[src/design/qslerp_pkg.sv]
// Shared types, constants and the arctangent table for the quaternion slerp pipeline.
package qslerp_pkg;

	localparam int WORK_BITS = 30;
	localparam int STEPS     = 30;
	localparam int SQ_W      = 61;
	localparam int CW        = 33;

	typedef logic signed [CW-1:0]   cword_t;
	typedef logic [SQ_W-1:0]        sq_word_t;
	typedef logic [WORK_BITS:0]     unit_t;

	localparam unit_t  ONE30    = unit_t'(1) << WORK_BITS;
	localparam cword_t CORDIC_K = cword_t'(652032874);

	// CORDIC rotator state
	typedef struct packed {
		cword_t x;
		cword_t y;
		cword_t z;
	} cvec_t;

	// square root remainder and partial root
	typedef struct packed {
		sq_word_t n;
		sq_word_t r;
	} sq_pair_t;

	// divider remainder and quotient bits so far
	typedef struct packed {
		unit_t                  r;
		logic [WORK_BITS-1:0]   q;
	} div_pair_t;

	// atan(2^-i) in binary angle units, pi/2 = 2^30
	function automatic cword_t atan_unit(input int unsigned i);
		cword_t v;
		case (i)
			0:  v = cword_t'(536870912);
			1:  v = cword_t'(316933406);
			2:  v = cword_t'(167458907);
			3:  v = cword_t'(85004756);
			4:  v = cword_t'(42667331);
			5:  v = cword_t'(21354465);
			6:  v = cword_t'(10679838);
			7:  v = cword_t'(5340245);
			8:  v = cword_t'(2670163);
			9:  v = cword_t'(1335087);
			10: v = cword_t'(667544);
			11: v = cword_t'(333772);
			12: v = cword_t'(166886);
			13: v = cword_t'(83443);
			14: v = cword_t'(41722);
			15: v = cword_t'(20861);
			16: v = cword_t'(10430);
			17: v = cword_t'(5215);
			18: v = cword_t'(2608);
			19: v = cword_t'(1304);
			20: v = cword_t'(652);
			21: v = cword_t'(326);
			22: v = cword_t'(163);
			23: v = cword_t'(81);
			24: v = cword_t'(41);
			25: v = cword_t'(20);
			26: v = cword_t'(10);
			27: v = cword_t'(5);
			28: v = cword_t'(3);
			29: v = cword_t'(1);
			default: v = '0;
		endcase
		return v;
	endfunction

endpackage

[src/design/qslerp_div_cell.sv]
// One quotient bit of the pipelined restoring divider.
module qslerp_div_cell (
	input  logic                   clk,
	input  logic                   en,
	input  qslerp_pkg::unit_t      den,
	input  qslerp_pkg::div_pair_t  d_i,
	output qslerp_pkg::div_pair_t  d_o
);

	localparam int RW = qslerp_pkg::WORK_BITS + 1;

	logic [RW:0]            r2;
	logic [RW:0]            diff;
	logic                   fits;
	qslerp_pkg::div_pair_t  nx;
	qslerp_pkg::div_pair_t  d_q;

	// remainder stays below the divisor, so doubled it fits one more bit
	always_comb begin
		r2   = {d_i.r, 1'b0};
		diff = r2 - {1'b0, den};
		fits = (r2 >= {1'b0, den});
		nx.r = fits ? diff[RW-1:0] : r2[RW-1:0];
		nx.q = {d_i.q[qslerp_pkg::WORK_BITS-2:0], fits};
	end

	always_ff @(posedge clk) begin
		if (en) begin
			d_q <= nx;
		end
	end

	assign d_o = d_q;

endmodule

[config.mk]
export PLATFORM = sky130hd
export DESIGN_NAME = qslerp_div_cell
export DESIGN_NICKNAME = d
export VERILOG_FILES = /design/src/design/qslerp_pkg.sv /design/src/design/qslerp_div_cell.sv
export SDC_FILE = /design/constraint.sdc
export NUM_CORES = 1
export LEC_CHECK = 0
export ABC_AREA = 1
export BUFFER_PORTS_ARGS = -buffer_cell sky130_fd_sc_hd__buf_2
export CAP_MARGIN = 20
export CORE_MARGIN = 2
export CORE_UTILIZATION = 51
export DETAILED_ROUTE_END_ITERATION = 10
export PLACE_DENSITY_LB_ADDON = 0.1
export SYNTH_ARGS = -nofsm -noshare
export SYNTH_HDL_FRONTEND = slang
export SYNTH_SLANG_ARGS = --single-unit
export TNS_END_PERCENT = 50
[constraint.sdc]
create_clock -name clk -period 2.07 [get_ports clk]
set_input_delay 0.1035 -clock clk [delete_from_list [all_inputs] [get_ports clk]]
set_output_delay 0.1035 -clock clk [all_outputs]
set_load 0.01 [all_outputs]
==> impl_metrics.tcl <==
set metrics [dict create \
    fin_cells 1003 \
    vias 4897 \
    grt_pass1_wl_um 21700 \
    die_h_um 100 \
    rsz0062_at_grt "false" \
    ys_ff_latch 61 \
    cts_resized 0 \
    hpwl_um 10500 \
    critPathMaxStageDelay_ns 0.46 \
    ys_types 28 \
    placed_cells 958 \
    synth_top_area_share_pct 38.7 \
    cp-start-kind "input port" \
    hold_viol_final 0 \
    cp_common_cell "nand3_1" \
    post-cts-setup-buffer-count 0 \
    via_per_inst 4.88 \
    finalWirelength_um 13900 \
    synth_area_leaders "edfxtp_1 (39%), nand2_1 (23%), inv_1 (11%)" \
    rows 35 \
    chipWidth_um 100 \
    mappedNetlistArea_um2 4730 \
    wl_per_cell_um 13.8 \
    clk_pin_slew_ns 0.08 \
    netlist.top_cell.by_area "edfxtp_1" \
    clockBufferDepth 2 \
    grt_overflow 0 \
    mostFrequentLayoutCells "nand2_1 (296), buf_2 (153), inv_1 (143)" \
    max_freq_mhz 601 \
    syn_to_final_growth_pct 31.9 \
    finalSetupViolations 0 \
    min_period_ns 1.66 \
    grt_pass1_vias 4710 \
    antenna_found_initial 0 \
    power_density_nw_per_um2 634 \
    slowest_stage "fa_1" \
    antennaDiodeCount 0 \
    crit_family "simple AND/OR/NAND/NOR gates" \
    worst-path-max-fanout 3 \
    maxSlewViolCount 0 \
    worstMarginPinSlew_ns 0.527 \
    maxCapViolations 0 \
    cts_tree "built" \
    worstPathRequired_ns 2.18 \
    cp.arrival_ns 1.77 \
    crit_chain "buf_2 -> inv_1 -> fa_1 -> nand3_1 -> nand3_2 -> buf_4 -> nand3_1 -> nand3b_1 -> nand2_1 -> nand3b_1 -> nand3_1 -> nand2_1" \
    syn_inst 682 \
    slew_headroom_pct 64.8 \
    critical_path_class "in2reg" \
    syn_avg_cell_area_um2 6.94 \
    utilization_pct 68.5 \
    h-tree-depth 3 \
    grtUsageTotal_pct 27.7 \
    hp-class "in2reg" \
    core_area_um2 9110 \
    ys_warn_count 0 \
    cts_buffers 9 \
    path_buf_inv 3 \
    root_buffer "clkbuf_8" \
    outcome "finished, final reports clean" \
    leakagePower_uw 0.00358 \
    largest_reg_flops 61 \
    hold_buffers 29 \
    drive_above_1_share_pct 22.4 \
    dr.pass1.iters 6 \
    die_area_um2 10100 \
    seq_area_frac_synth_pct 38.7 \
    clock_sinks 61 \
    place_congestion 0.924 \
    layout_commonest_cell "nand2_1" \
    period_share_pct 80.4 \
    holdWs_ns 0.0335 \
    io_buffers 153 \
    fin_nets 1013 \
    initial_core_util_pct 52.0 \
    finalSetupTns_ns 0 \
    io_pins 155 \
    ant_nets 0 \
    synth_nets 808 \
    irDropWorstVdd_mv 0.383 \
    drc 0 \
    drt-initial-drc-count 286 \
    grt_max_degree 42 \
    setup.worst_path.end_class "flop" \
]
-- final cells by class --
type,count,area (µm²)
fillers,802,2870
multi-input cells,470,2300
flip-flops and latches,61,1830
repair buffers,200,1230
inverters,145,544
well taps,111,139
clock buffers,9,124
clock inverters,7,75.1
-- synth_stat cells --
master,count
or2_2,1
buf_6,3
nor2_4,1
nand3_1,41
buf_4,3
nand3_2,1
o21ai_1,1
inv_1,143
xor2_1,14
nand4_1,7
nand2_1,296
edfxtp_1,61
nor3_1,2
nor2_2,4
xnor2_1,1
fa_1,1
nand2_2,3
clkinv_1,1
o21bai_1,3
nor2_1,38
and2_1,4
a21oi_1,15
a21oi_2,1
ha_1,31
nand3b_1,3
inv_2,1
nand2_4,1
o21a_1,1
-- logic make-up (layout without fill, tap and decap cells) --
group | count (synthesis) | in the layout | share of synthesized area [%]
fa+ha+maj | 32 | 32 | 8.62
buf+inv | 151 | 361 | 12.7
flops | 61 | 61 | 38.7
compound gates | 21 | 21 | 2.51
simple gates | 402 | 402 | 34.7
xor+xnor | 15 | 15 | 2.78
-- through the flow --
| step | total power, µW | setup WS (ns) | instance area (µm²) |
|---|---|---|---|
| 2_1_floorplan | 2340 | 0.262 | 4730 |
| 3_3_place_gp | 2780 | 0.104 | 5750 |
| 3_5_place_dp | 2800 | 0.0562 | 5750 |
| 4_1_cts | 3960 | 0.433 | 6240 |
| 5_1_grt | 4180 | 0.265 | 6240 |
| 6_report | 3960 | 0.407 | 6240 |
-- layer usage --
metal | up-vias | share of wire (%) | global-route usage [%]
met5 | - | 0 | 0
met4 | 0 | 1.7 | 6.95
met3 | 23 | 7.2 | 4.87
met2 | 204 | 48 | 48.7
met1 | 2178 | 43 | 35.4
li1 | 2492 | - | -
-- report_power, final --
part	internal (µW)	switching, µW	total, µW
combinational	513	757	1270
clock	560	553	1110
sequential	1540	35.4	1570
total	2610	1340	3960
-- worst min-delay path, cell delays in order --
cell     delay (ns)
buf_2          0.09
nand2_1        0.05
nand2_1        0.04
-- final timing paths --
kind                start       to  slack, ns  cells past startpoint
setup / recovery   den[0]  d_o[50]       0.41                     12
hold / removal    d_i[35]  d_o[36]       0.03                      3
Power figures use the tool's default switching activity.
