### config.mk
export PLATFORM = sky130hd
export DESIGN_NAME = qslerp_sqrt_cell
export DESIGN_NICKNAME = d
export VERILOG_FILES = /design/src/design/qslerp_pkg.sv /design/src/design/qslerp_sqrt_cell.sv
export SDC_FILE = /design/constraint.sdc
export NUM_CORES = 1
export LEC_CHECK = 0
export BUFFER_PORTS_ARGS = -buffer_cell sky130_fd_sc_hd__buf_2
export CAP_MARGIN = 25
export CORE_ASPECT_RATIO = 0.7
export CORE_MARGIN = 5
export CORE_UTILIZATION = 48
export CTS_CLUSTER_DIAMETER = 30
export DETAILED_ROUTE_END_ITERATION = 8
export GPL_ROUTABILITY_DRIVEN = 0
export PLACE_DENSITY = 0.86
export SYNTH_ARGS = -nofsm -noshare
export SYNTH_HDL_FRONTEND = slang
export SYNTH_SLANG_ARGS = --single-unit
### constraint.sdc
create_clock -name clk -period 2.9 [get_ports clk]
set_input_delay 0.29 -clock clk [delete_from_list [all_inputs] [get_ports clk]]
set_output_delay 0.29 -clock clk [all_outputs]
set_load 0.02 [all_outputs]
### src/design/qslerp_pkg.sv
// Shared types, constants and the arctangent table for the quaternion slerp pipeline.
package qslerp_pkg;

	localparam int WORK_BITS = 30;
	localparam int STEPS     = 30;
	localparam int SQ_W      = 61;
	localparam int CW        = 33;

	typedef logic signed [CW-1:0]   cword_t;
	typedef logic [SQ_W-1:0]        sq_word_t;
	typedef logic [WORK_BITS:0]     unit_t;

	localparam unit_t  ONE30    = unit_t'(1) << WORK_BITS;
	localparam cword_t CORDIC_K = cword_t'(652032874);

	// CORDIC rotator state
	typedef struct packed {
		cword_t x;
		cword_t y;
		cword_t z;
	} cvec_t;

	// square root remainder and partial root
	typedef struct packed {
		sq_word_t n;
		sq_word_t r;
	} sq_pair_t;

	// divider remainder and quotient bits so far
	typedef struct packed {
		unit_t                  r;
		logic [WORK_BITS-1:0]   q;
	} div_pair_t;

	// atan(2^-i) in binary angle units, pi/2 = 2^30
	function automatic cword_t atan_unit(input int unsigned i);
		cword_t v;
		case (i)
			0:  v = cword_t'(536870912);
			1:  v = cword_t'(316933406);
			2:  v = cword_t'(167458907);
			3:  v = cword_t'(85004756);
			4:  v = cword_t'(42667331);
			5:  v = cword_t'(21354465);
			6:  v = cword_t'(10679838);
			7:  v = cword_t'(5340245);
			8:  v = cword_t'(2670163);
			9:  v = cword_t'(1335087);
			10: v = cword_t'(667544);
			11: v = cword_t'(333772);
			12: v = cword_t'(166886);
			13: v = cword_t'(83443);
			14: v = cword_t'(41722);
			15: v = cword_t'(20861);
			16: v = cword_t'(10430);
			17: v = cword_t'(5215);
			18: v = cword_t'(2608);
			19: v = cword_t'(1304);
			20: v = cword_t'(652);
			21: v = cword_t'(326);
			22: v = cword_t'(163);
			23: v = cword_t'(81);
			24: v = cword_t'(41);
			25: v = cword_t'(20);
			26: v = cword_t'(10);
			27: v = cword_t'(5);
			28: v = cword_t'(3);
			29: v = cword_t'(1);
			default: v = '0;
		endcase
		return v;
	endfunction

endpackage

### src/design/qslerp_sqrt_cell.sv
// One digit step of the pipelined integer square root.
module qslerp_sqrt_cell #(
	parameter int STEP = 0
) (
	input  logic                  clk,
	input  logic                  en,
	input  qslerp_pkg::sq_pair_t  d_i,
	output qslerp_pkg::sq_pair_t  d_o
);

	localparam qslerp_pkg::sq_word_t BIT =
		qslerp_pkg::sq_word_t'(1) << (2 * (qslerp_pkg::STEPS - STEP));

	qslerp_pkg::sq_word_t trial;
	qslerp_pkg::sq_pair_t nx;
	qslerp_pkg::sq_pair_t d_q;

	// restoring step: subtract r + bit when it fits
	always_comb begin
		trial = d_i.r + BIT;
		if (d_i.n >= trial) begin
			nx.n = d_i.n - trial;
			nx.r = (d_i.r >> 1) + BIT;
		end else begin
			nx.n = d_i.n;
			nx.r = d_i.r >> 1;
		end
	end

	always_ff @(posedge clk) begin
		if (en) begin
			d_q <= nx;
		end
	end

	assign d_o = d_q;

endmodule

==> flow_metrics.py <==
metrics = {
    "floorplanning": {
        "core-area_um2": 17300,
        "die_w_um": 169,
        "die-area_um2": 20600,
        "start_util": 0.493,
        "std_cell_rows": 40,
        "die_h_um": 122,
        "ioPinCount": 246,
    },
    "grt": {
        "antenna_found_initial": 2,
        "first_global_vias": 8055,
        "grt_use_total": 0.253,
        "grt_pass1_wl_um": 41300,
        "grt_max_degree": 61,
        "grt_overflow": 0,
    },
    "routing": {
        "drc": 0,
        "routed_via_density": 5.47,
        "first_pass_iters": 5,
        "drtAntennaViolNets": 0,
        "drt-total-wl_um": 27400,
        "wire_per_inst_um": 18.2,
        "dr_total_vias": 8211,
        "drtIter0Drc": 792,
    },
    "sta": {
        "fmax_mhz": 355,
        "min_period_ns": 2.82,
        "whs_ns": 0.0556,
        "setup_viol": 0,
        "relSlewSlack": 0.648,
        "drv_slew": 0,
        "rsz0062_at_grt": "true",
        "fin_crit_sh": 0.971,
        "hold_violations": 0,
        "tightest_slew_ns": 0.523,
    },
    "yosys": {
        "synth_top_cell_area_share": 0.429,
        "synth-edff-count": 122,
        "ys_top_cells_by_area": "edfxtp_1, ha_1, a21oi_1, inv_1, xor2_1",
        "synth_common_cells": "edfxtp_1, a21oi_1, inv_1",
        "yosys_register_bits": 122,
        "syn_area_per_cell_um2": 10.1,
        "ys_seq_area_frac": 0.429,
        "synth.net_count": 1032,
        "yosysTopAreaCell": "edfxtp_1",
        "async_reset_ff_frac": 0,
        "synth_ff_type": "edfxtp_1",
        "syn-cell-area_um2": 8540,
        "synth.most_common_cell": "edfxtp_1",
        "synthCells": 846,
        "ys_types": 67,
        "yosysWarnings": 0,
    },
    "clocking": {
        "cts_max_level": 4,
        "clock_sinks": 122,
        "cts.reportedPaths.clkPinSlew_ns": 0.06,
        "cts_buffer_depth": 2,
        "cts_root_buf": "clkbuf_16",
        "cts_tree": "yes",
        "cts_made_buffers": 17,
    },
    "setup_path": {
        "arrival_ns": 2.99,
        "cp_data_required_time_ns": 3.07,
        "worstSetupStartpoint": "d_i[61]",
        "critPathLaunchType": "input pin",
        "cp_max_fo": 3,
        "crit_path_end_kind": "register",
        "worst-setup-path-type": "in2reg",
    },
    "final_layout": {
        "drive_above_1_share": 0.450,
        "utilization": 0.698,
        "largest_reg_flops": 122,
        "fill_cells": 1294,
        "multiInputGateArea_um2": 4500,
        "antenna_cells": 0,
        "finalNetCount": 1443,
        "area_growth_pct": 41.6,
        "final-seq-area_um2": 3660,
    },
    "hold_path": {
        "hold_path_depth": 1,
        "hp-start": "d_i[41]",
        "hold_path.class": "in2reg",
        "holdPathEnd": "d_o[40]",
    },
    "run": {
        "drv_cap": 0,
    },
    "power": {
        "ir_drop_uv": 366,
        "power_leakage_nw": 5.63,
        "power_density_nw_per_um2": 552,
    },
    "outcome": {
        "outcome": "finished, final reports clean",
    },
    "placement": {
        "portBuffers": 245,
        "hpwl_um": 21400,
    },
}
==> where the power goes <==
group	leakage, nW	total, mW	internal, mW	switching, mW
clock network	0.276	2.14	1.34	0.804
registers	1.20	2.24	2.19	0.0489
logic	4.16	2.29	1.00	1.29
==> final cells by class <==
cell class                 instances  share of cell area
multi-input combinational        610               0.373
sequential                       122               0.303
timing repair buffer             436               0.230
clock buffer                      19              0.0358
tap                              231              0.0239
inverter                          70              0.0224
clock inverter                    13              0.0126
==> cell families (layout without fill, tap and decap cells) <==
logic type                 count (synthesis)  in the layout  share of synthesized area
AOI/OAI and AO/OA                        246            246                      0.196
and+or+nand+nor                          226            226                      0.134
DFF                                      122            122                      0.429
buffers and inverters                    114            538                     0.0655
adders and majority gates                 62             62                     0.0917
xor gates and xnor gates                  57             57                     0.0585
muxes                                     19             19                     0.0251
==> repair_timing <==
item	in CTS	in global routing
hold buffers	0	0
setup endpoints to repair	0	44
setup buffers	0	5
resized for setup	0	25
==> layer usage <==
metal / share of wire / global-route usage / vias to the layer above
li1: - / - / 3894
met1: 0.42 / 0.337 / 3820
met2: 0.45 / 0.408 / 442
met5: 0.00062 / 0 / -
met4: 0.014 / 0.0588 / 4
met3: 0.11 / 0.0778 / 51
==> worst max path at each step <==
stage,endpoint,slack [ns],depth (start not counted)
2_1_floorplan,d_o[119],-0.03,13
3_3_place_gp,d_o[121],-0.40,14
3_5_place_dp,d_o[119],-0.41,14
4_1_cts,d_o[119],0.006,14
5_1_grt,d_o[118],-0.02,12
6_report,d_o[119],0.08,14
==> cell usage in the layout (no fill, tap or decap), types with 19 or more instances in the layout <==
master       n
clkbuf_16   19
o21ai_0     25
nor2_1      66
xnor2_1     26
edfxtp_1   122
a21o_1      32
a21oi_1     82
a21oi_2     33
xor2_1      29
nand2_1     54
inv_1       67
nor2_2      20
buf_4      185
nand4_1     27
ha_1        57
buf_2      242
==> stage by stage <==
stage / power (mW) / TNS (ns) / cell area, µm² / worst slack (ns) / cells
after floorplan: 3.58 / -0.0939 / 8660 / -0.0335 / 846
after global placement: 4.39 / -10.87 / 11300 / -0.402 / 1462
after detailed placement: 4.46 / -16.15 / 11300 / -0.411 / 1462
after CTS: 6.61 / 0 / 11900 / 0.00614 / 1494
after global routing: 6.95 / -0.0417 / 12100 / -0.0193 / 1501
final: 6.68 / 0 / 12100 / 0.0835 / 1501
==> critical path, cell delays in order <==
cell       delay, ns
buf_8           0.09
inv_8           0.03
ha_4            0.15
fa_2            0.35
nor2b_2         0.13
o31a_1          0.17
o31a_1          0.27
o2111ai_2       0.16
a32o_2          0.32
o41ai_2         0.25
a31oi_2         0.20
o31ai_2         0.24
xor2_1          0.09
mux2_4          0.26
Power figures use the tool's default switching activity.
