==> config.mk <==
export PLATFORM = sky130hd
export DESIGN_NAME = qslerp_cordic_cell
export DESIGN_NICKNAME = d
export VERILOG_FILES = /design/src/design/qslerp_pkg.sv /design/src/design/qslerp_cordic_cell.sv
export SDC_FILE = /design/constraint.sdc
export NUM_CORES = 1
export LEC_CHECK = 0
export BUFFER_PORTS_ARGS = -buffer_cell sky130_fd_sc_hd__buf_2
export CAP_MARGIN = 20
export CORE_MARGIN = 2
export CORE_UTILIZATION = 40
export CTS_BUF_LIST = sky130_fd_sc_hd__clkbuf_16
export DETAILED_ROUTE_END_ITERATION = 8
export HOLD_SLACK_MARGIN = 0.15
export PLACE_DENSITY = 0.7
export SLEW_MARGIN = 10
export SYNTH_ARGS = -nofsm -noshare
export SYNTH_HDL_FRONTEND = slang
export SYNTH_SLANG_ARGS = --single-unit
==> constraint.sdc <==
create_clock -name clk -period 2.9 [get_ports clk]
set_input_delay 0.29 -clock clk [delete_from_list [all_inputs] [get_ports clk]]
set_output_delay 0.29 -clock clk [all_outputs]
set_load 0.01 [all_outputs]
==> src/design/qslerp_pkg.sv <==
// Shared types, constants and the arctangent table for the quaternion slerp pipeline.
package qslerp_pkg;

	localparam int WORK_BITS = 30;
	localparam int STEPS     = 30;
	localparam int SQ_W      = 61;
	localparam int CW        = 33;

	typedef logic signed [CW-1:0]   cword_t;
	typedef logic [SQ_W-1:0]        sq_word_t;
	typedef logic [WORK_BITS:0]     unit_t;

	localparam unit_t  ONE30    = unit_t'(1) << WORK_BITS;
	localparam cword_t CORDIC_K = cword_t'(652032874);

	// CORDIC rotator state
	typedef struct packed {
		cword_t x;
		cword_t y;
		cword_t z;
	} cvec_t;

	// square root remainder and partial root
	typedef struct packed {
		sq_word_t n;
		sq_word_t r;
	} sq_pair_t;

	// divider remainder and quotient bits so far
	typedef struct packed {
		unit_t                  r;
		logic [WORK_BITS-1:0]   q;
	} div_pair_t;

	// atan(2^-i) in binary angle units, pi/2 = 2^30
	function automatic cword_t atan_unit(input int unsigned i);
		cword_t v;
		case (i)
			0:  v = cword_t'(536870912);
			1:  v = cword_t'(316933406);
			2:  v = cword_t'(167458907);
			3:  v = cword_t'(85004756);
			4:  v = cword_t'(42667331);
			5:  v = cword_t'(21354465);
			6:  v = cword_t'(10679838);
			7:  v = cword_t'(5340245);
			8:  v = cword_t'(2670163);
			9:  v = cword_t'(1335087);
			10: v = cword_t'(667544);
			11: v = cword_t'(333772);
			12: v = cword_t'(166886);
			13: v = cword_t'(83443);
			14: v = cword_t'(41722);
			15: v = cword_t'(20861);
			16: v = cword_t'(10430);
			17: v = cword_t'(5215);
			18: v = cword_t'(2608);
			19: v = cword_t'(1304);
			20: v = cword_t'(652);
			21: v = cword_t'(326);
			22: v = cword_t'(163);
			23: v = cword_t'(81);
			24: v = cword_t'(41);
			25: v = cword_t'(20);
			26: v = cword_t'(10);
			27: v = cword_t'(5);
			28: v = cword_t'(3);
			29: v = cword_t'(1);
			default: v = '0;
		endcase
		return v;
	endfunction

endpackage

==> src/design/qslerp_cordic_cell.sv <==
// One micro-rotation of a CORDIC chain, vectoring or rotation mode.
module qslerp_cordic_cell #(
	parameter int STEP   = 0,
	parameter bit VECTOR = 1'b0
) (
	input  logic               clk,
	input  logic               en,
	input  qslerp_pkg::cvec_t  v_i,
	output qslerp_pkg::cvec_t  v_o
);

	localparam qslerp_pkg::cword_t ATAN = qslerp_pkg::atan_unit(STEP);

	qslerp_pkg::cword_t dx;
	qslerp_pkg::cword_t dy;
	logic               up;
	qslerp_pkg::cvec_t  nx;
	qslerp_pkg::cvec_t  v_q;

	// direction from y when vectoring, from z when rotating
	always_comb begin
		dx = v_i.y >>> STEP;
		dy = v_i.x >>> STEP;
		if (VECTOR) begin
			up = (v_i.y >= 0);
			if (up) begin
				nx.x = v_i.x + dx;
				nx.y = v_i.y - dy;
				nx.z = v_i.z + ATAN;
			end else begin
				nx.x = v_i.x - dx;
				nx.y = v_i.y + dy;
				nx.z = v_i.z - ATAN;
			end
		end else begin
			up = (v_i.z >= 0);
			if (up) begin
				nx.x = v_i.x - dx;
				nx.y = v_i.y + dy;
				nx.z = v_i.z - ATAN;
			end else begin
				nx.x = v_i.x + dx;
				nx.y = v_i.y - dy;
				nx.z = v_i.z + ATAN;
			end
		end
	end

	always_ff @(posedge clk) begin
		if (en) begin
			v_q <= nx;
		end
	end

	assign v_o = v_q;

endmodule

==> impl_results.md, run 1 <==
- Status: complete, no violations
- Max VDD drop: between 0.0002 and 0.0003 V
- Initial Utilization: 40.8%
- Post-Synthesis Cells: 983
- Top cell by count, worst path: o41a_1
- Setup TNS Final: 0 ns
- Worst Hold End: v_o[29]
- Via count: 9263
- Area contributors post-synth: edfxtp_1, ha_1, a21oi_1
- Max FFs per register: 98
- Clock Path Buffers: 2
- Actual slew at the worst max-slew pin: between 0.6 and 0.7 ns
- GR Util met1: 36.7%
- Fin crit share: a little over nine tenths
- GPL Wtd Cong: 0.981
- Max Slew Vio Count: 0
- Hold Crit Class: input port to flop
- CTS Buf Count: 9
- Wire per inst: 18.1 microns
- Worst path cell trace: buf_2, ha_2, fa_2, nor2b_4, o311ai_4, a21oi_2, a221oi_4, o41a_1, buf_4, o41a_1, o31ai_2, a21oi_1, xor2_1
- Number of inserted diodes: 0
- Most used routing layer in global routing: met2
- Placeable Area: between 0.02 and 0.025 sq mm
- Post-synth top area share: 33.0%
- Critical Path Start Type: input port
- Port Buffer Count: 199
- Netlist cell types: 74
- Gr usage total: 25.3%
- M2 GR Usage: between 30% and 40%
- Max Freq: 349 MHz
- Initial antenna violation count: 0
- Root Buffer: clkbuf_16
- WS Path Type: input port to flop
- Final HPWL DP: 24700 microns
- Synth warn: 0
- Nets: around 1600
- Fin crit period: 2.87 ns
- First-pass GRT wire length: 47700 microns
- Die width: 153 microns
- CTS tree: built
- # rows: between 50 and 60
- Share of cells above drive strength 1: 36.7%
- Syn Area/Cell: 9.08 sq um
- Post-Synth XOR/XNOR Area: 6.28%
- Io pins: 200
- Synth top cells by count: a21oi_1, ha_1, edfxtp_1
- Sequential share of the synthesized area: roughly 33%
- Post-synth net total: roughly 1200
- Vias per cell: approximately 5.4
- Crit path max fanout: 3
- Vias in the first global route: just under 9000
- Multiplexer area fraction after synthesis: under 10%
- CTS HTree Levels: 3
- CP delay by family, top: compound AO/OA/AOI/OAI gates
- Layout area overhead: 43.4%
- Ys async rst share: 0%
- Final Core Density: 58.5%
- DRT Pass-1 Iters: 5
- Synthesis-stage register bit count: 98
- # DRC: 0
- Die Area: ~0.024 sq mm
- RSZ-0062 raised after global routing: yes
- Crit path DAT: slightly below 3 ns
- Mapped cell area: just under 0.009 sq mm
- Worst Min Path Start: v_i[29]
- Prevailing post-synth register cell: edfxtp_1
- Data required, critical path: between 2 and 3 ns
- Compound-Gate Fraction of Synth Area: approximately a quarter
- Number of synthesized flops with an enable pin: 98
- Placed cell count: 1657
- GRT overflow: 0
- Initial DRC count: 932
- Cell Pwr Density: about 430 mW/mm^2
- Total Wirelength: roughly 31000 microns
- Simple logic cell fraction of the synthesized area: 11.8%
- Maximum single-stage delay on the critical path: approximately 0.39 ns
- Max-cap violations: 0
- Count leader, synth: a21oi_1
- Crit-path slowest cell: o41a_1
- Crit end category: flop
- Max_slew headroom: between 50% and 60%
- Clk sink count: 98
- Leakage: roughly 6.0 nW
- Worst hold path depth: 2
- Worst-path clk slew: 0.08 ns
- Met3 Resource Use GR: 3.80%
- Crit path buffers/inverters: 2
- Post-Layout Cell Count: around 1700
- Detail Route Antenna Nets: 0
- Final setup fails: 0
- Pin count of the biggest net entering global routing: 65
- Final Hold Viols: 0
- Synth Area in Adders: 15.9%
- Post-synth top area cell: edfxtp_1
- Main combinational cell family by area after synthesis: compound AO/OA/AOI/OAI gates
- Die H: 153 microns
-- logic make-up after synthesis --
logic type / after synthesis
AOI/OAI and AO/OA: 330
adders and majority gates: 111
muxes: 14
buffers and inverters: 143
and+or+nand+nor: 223
DFF: 98
xor gates and xnor gates: 64
-- through the flow --
| stage | power [mW] | cell area, sq um | hold slack [ns] | setup WS (ns) |
|---|---|---|---|---|
| 6_report | 5.46 | 12800 | 0.237 | 0.0342 |
| 5_1_grt | 5.74 | 12800 | 0.221 | -0.0545 |
| 4_1_cts | 5.36 | 12500 | 0.222 | 0.00113 |
| 3_5_place_dp | 4.10 | 11800 | 0.468 | -0.518 |
| 3_3_place_gp | 4.08 | 11800 | 0.467 | -0.506 |
| 2_1_floorplan | 3.05 | 8930 | 0.389 | 0.0203 |
-- final cells by class --
| cell class | count | area (sq um) |
|---|---|---|
| fill | 1953 | 9090 |
| clock buffer | 9 | 225 |
| clock inverter | 7 | 71.3 |
| sequential | 98 | 2940 |
| timing repair buffer | 476 | 3190 |
| multi-input combinational | 742 | 5650 |
| tap | 280 | 350 |
| inverter | 98 | 370 |
-- how the worst max path moves through the flow --
stage | endpoint | slack (ns) | startpoint | depth (start not counted)
global placement | v_o[64] | -0.51 | v_i[36] | 15
finish | v_o[96] | 0.03 | v_i[33] | 13
global route | v_o[96] | -0.05 | v_i[33] | 13
floorplan | v_o[57] | 0.02 | v_i[33] | 11
detailed placement | v_o[97] | -0.52 | v_i[34] | 14
CTS | v_o[90] | 0.001 | v_i[66] | 14
-- where the power goes --
part | leakage, nW | internal, mW | switching, mW | total [mW]
sequential | 0.959 | 1.83 | 0.0645 | 1.89
combinational | 4.88 | 1.08 | 1.29 | 2.37
clock | 0.139 | 0.607 | 0.591 | 1.20
-- layout by cell type, fill, tap and decap left out, types with 21 or more instances in the layout --
cell,Yosys,final
buf_4,2,246
buf_2,2,197
a21oi_1,120,114
ha_1,107,102
edfxtp_1,98,98
inv_1,91,90
nor2_1,84,84
xnor2_1,54,54
o21ai_0,58,49
nand2_1,46,46
dlygate4sd3_1,0,29
a21o_1,28,28
o21bai_1,21,21
-- metal layers --
metal	share of wire, %	routed length (microns)
met1	46	14200
met2	44	13700
met3	7.3	2260
met4	2.7	843
met5	0	0
-- timing repair --
action	4_1_cts	5_1_grt
hold endpoints to repair	29	0
setup buffers	3	5
hold buffers	29	0
pin swaps	7	16
setup endpoints to repair	14	28
resized for setup	19	53
(Power assumes the default switching activity.)
==> inputs of run 2 (changes only) <==
CORE_UTILIZATION = 30   (was 40)
MAX_ROUTING_LAYER = met4   (was default)
PLACE_DENSITY = 0.57   (was 0.7)
==> run 2 against run 1 <==
Net effect: clock-buffer cell count unchanged; flip-flop and latch count unchanged; routed wire length grew 0.33%; via count decreased by 3.1%; sequential share of layout area shrank 0.22 points; combinational power is essentially flat; global-route usage is 5.1 points lower; cell area grew 0.99%; clock power decreased by 8%; non-clock buffer count increased by 15; maximum frequency up 1.1%; sequential power about the same; critical path type unchanged; critical endpoint is now v_o[90]; largest cell class unchanged; highest routed layer unchanged.
==> impl_results.md, run 2 (synthesis gave the netlist of run 1 again) <==
- Placed cell count: 1784
- Share of cells above drive strength 1: 36.3%
- Crit-path slowest cell: or4_1
- Leakage: roughly 6 nW
- Vias in the first global route: 8925
- Detail Route Antenna Nets: 0
- Post-Layout Cell Count: roughly 1800
- Wire per inst: 16.9 microns
- Status: complete, no violations
- GPL Wtd Cong: 0.969
- Max FFs per register: 98
- Crit end category: flop
- Worst-path clk slew: about 0.060 ns
- Max-cap violations: 0
- DRT Pass-1 Iters: 5
- Clock Path Buffers: 2
- Crit path DAT: roughly 3 ns
- Critical Path Start Type: input port
- Total Wirelength: 31100 microns
- Hold Crit Class: input port to flop
- Actual slew at the worst max-slew pin: 0.705 ns
- Post-route cell area: 0.0129 sq mm
- Nets: 1652
- Cell Pwr Density: 413 mW/mm^2
- RSZ-0062 raised after global routing: yes
- Crit path buffers/inverters: 3
- Layout area overhead: 44.8%
- Top cell by count, worst path: buf_6
- Max Freq: approximately 350 MHz
- # DRC: 0
- CTS tree: built
- Final setup fails: 0
- Vias per cell: between 4 and 5
- CP delay by family, top: compound AO/OA/AOI/OAI gates
- Maximum single-stage delay on the critical path: 0.48 ns
- WS Path Type: input port to flop
- M2 GR Usage: 30.9%
- Data required, critical path: 3.00 ns
- Met3 Resource Use GR: 2.76%
- Final hold slack: between 0.2 and 0.25 ns
- Die H: roughly 180 microns
- Fin crit period: 2.84 ns
- Crit path max fanout: 2
- Initial DRC count: 661
- Final Hold Viols: 0
- Port Buffer Count: slightly below 200
- Max VDD drop: 0.000217 V
- Gr usage total: 20.2%
- Placed Instance Area: 0.0121 sq mm
- Final Core Density: 43.8%
- Max Slew Vio Count: 0
- Die width: 176 microns
- Pin count of the biggest net entering global routing: 68
- # rows: 63
- Initial Utilization: a little over 30%
- Tot Pwr: roughly 5.3 mW
- Clk sink count: 98
- CTS Buf Count: 9
- CTS HTree Levels: 3
- Placeable Area: 0.0295 sq mm
- Final HPWL DP: 25500 microns
- Worst path cell trace: buf_6, buf_6, inv_4, ha_4, fa_2, and2b_2, a21oi_4, a31oi_4, a2111oi_4, o22ai_2, or4_1, a311oi_1, a21oi_1, xnor2_1
- Fin crit share: between 90 and 100%
- Commonest cells after routing, fill and taps aside: buf_4, buf_2, a21oi_1
- GR Util met1: 27.7%
- GRT overflow: 0
- Die Area: 0.0311 sq mm
- Via count: 8979
- Initial antenna violation count: 3
- Root Buffer: clkbuf_16
- Commonest non-fill, non-tap cell in the layout: buf_4
- Most used routing layer in global routing: met2
- Max_slew headroom: 53.0%
- First-pass GRT wire length: about 48000 microns
- Io pins: 200
==> run 2: changes by cell type in the layout (fill, tap and decap cells not counted), sizes merged <==
cell	previous run	this run
diode	0	3
clkinvlp	2	0
clkinv	9	11
buf	447	462
==> run 2: final timing paths <==
kind              cells after the start    start      end  slack (ns)
hold / removal                        2  v_i[29]  v_o[29]        0.22
setup / recovery                     14  v_i[66]  v_o[90]        0.06
==> run 2: power by group <==
| group | switching, mW | internal [mW] |
|---|---|---|
| clock | 0.524 | 0.573 |
| combinational | 1.27 | 1.09 |
| sequential | 0.0605 | 1.83 |
==> run 2: cell type report <==
type	instances	area [sq um]
fill	2939	16600
sequential	98	2940
clock buffer	9	225
multi-input combinational	742	5550
antenna	3	7.51
timing repair buffer	491	3300
tap	390	488
inverter	98	370
clock inverter	7	37.5
==> run 2: per-layer routing <==
layer,vias up,share of wire (%)
met3,38,7.1
met2,317,44
met1,4182,47
li1,4442,-
met4,0,2.0
met5,-,0
==> run 2: per-stage QoR <==
stage / setup WS [ns] / setup TNS (ns)
after floorplan: 0.0203 / 0
after CTS: -0.00470 / -0.00470
final: 0.0645 / 0
after global placement: -0.629 / -8.72
after global routing: -0.0521 / -0.179
after detailed placement: -0.594 / -9.40
==> run 2: repair_timing <==
| action | CTS | global route |
|---|---|---|
| resized for setup | 18 | 37 |
| pin swaps | 11 | 26 |
| endpoints found under the hold margin | 29 | 0 |
| buffers inserted | 4 | 3 |
| hold buffers | 29 | 0 |
| endpoints found under the setup margin | 11 | 22 |
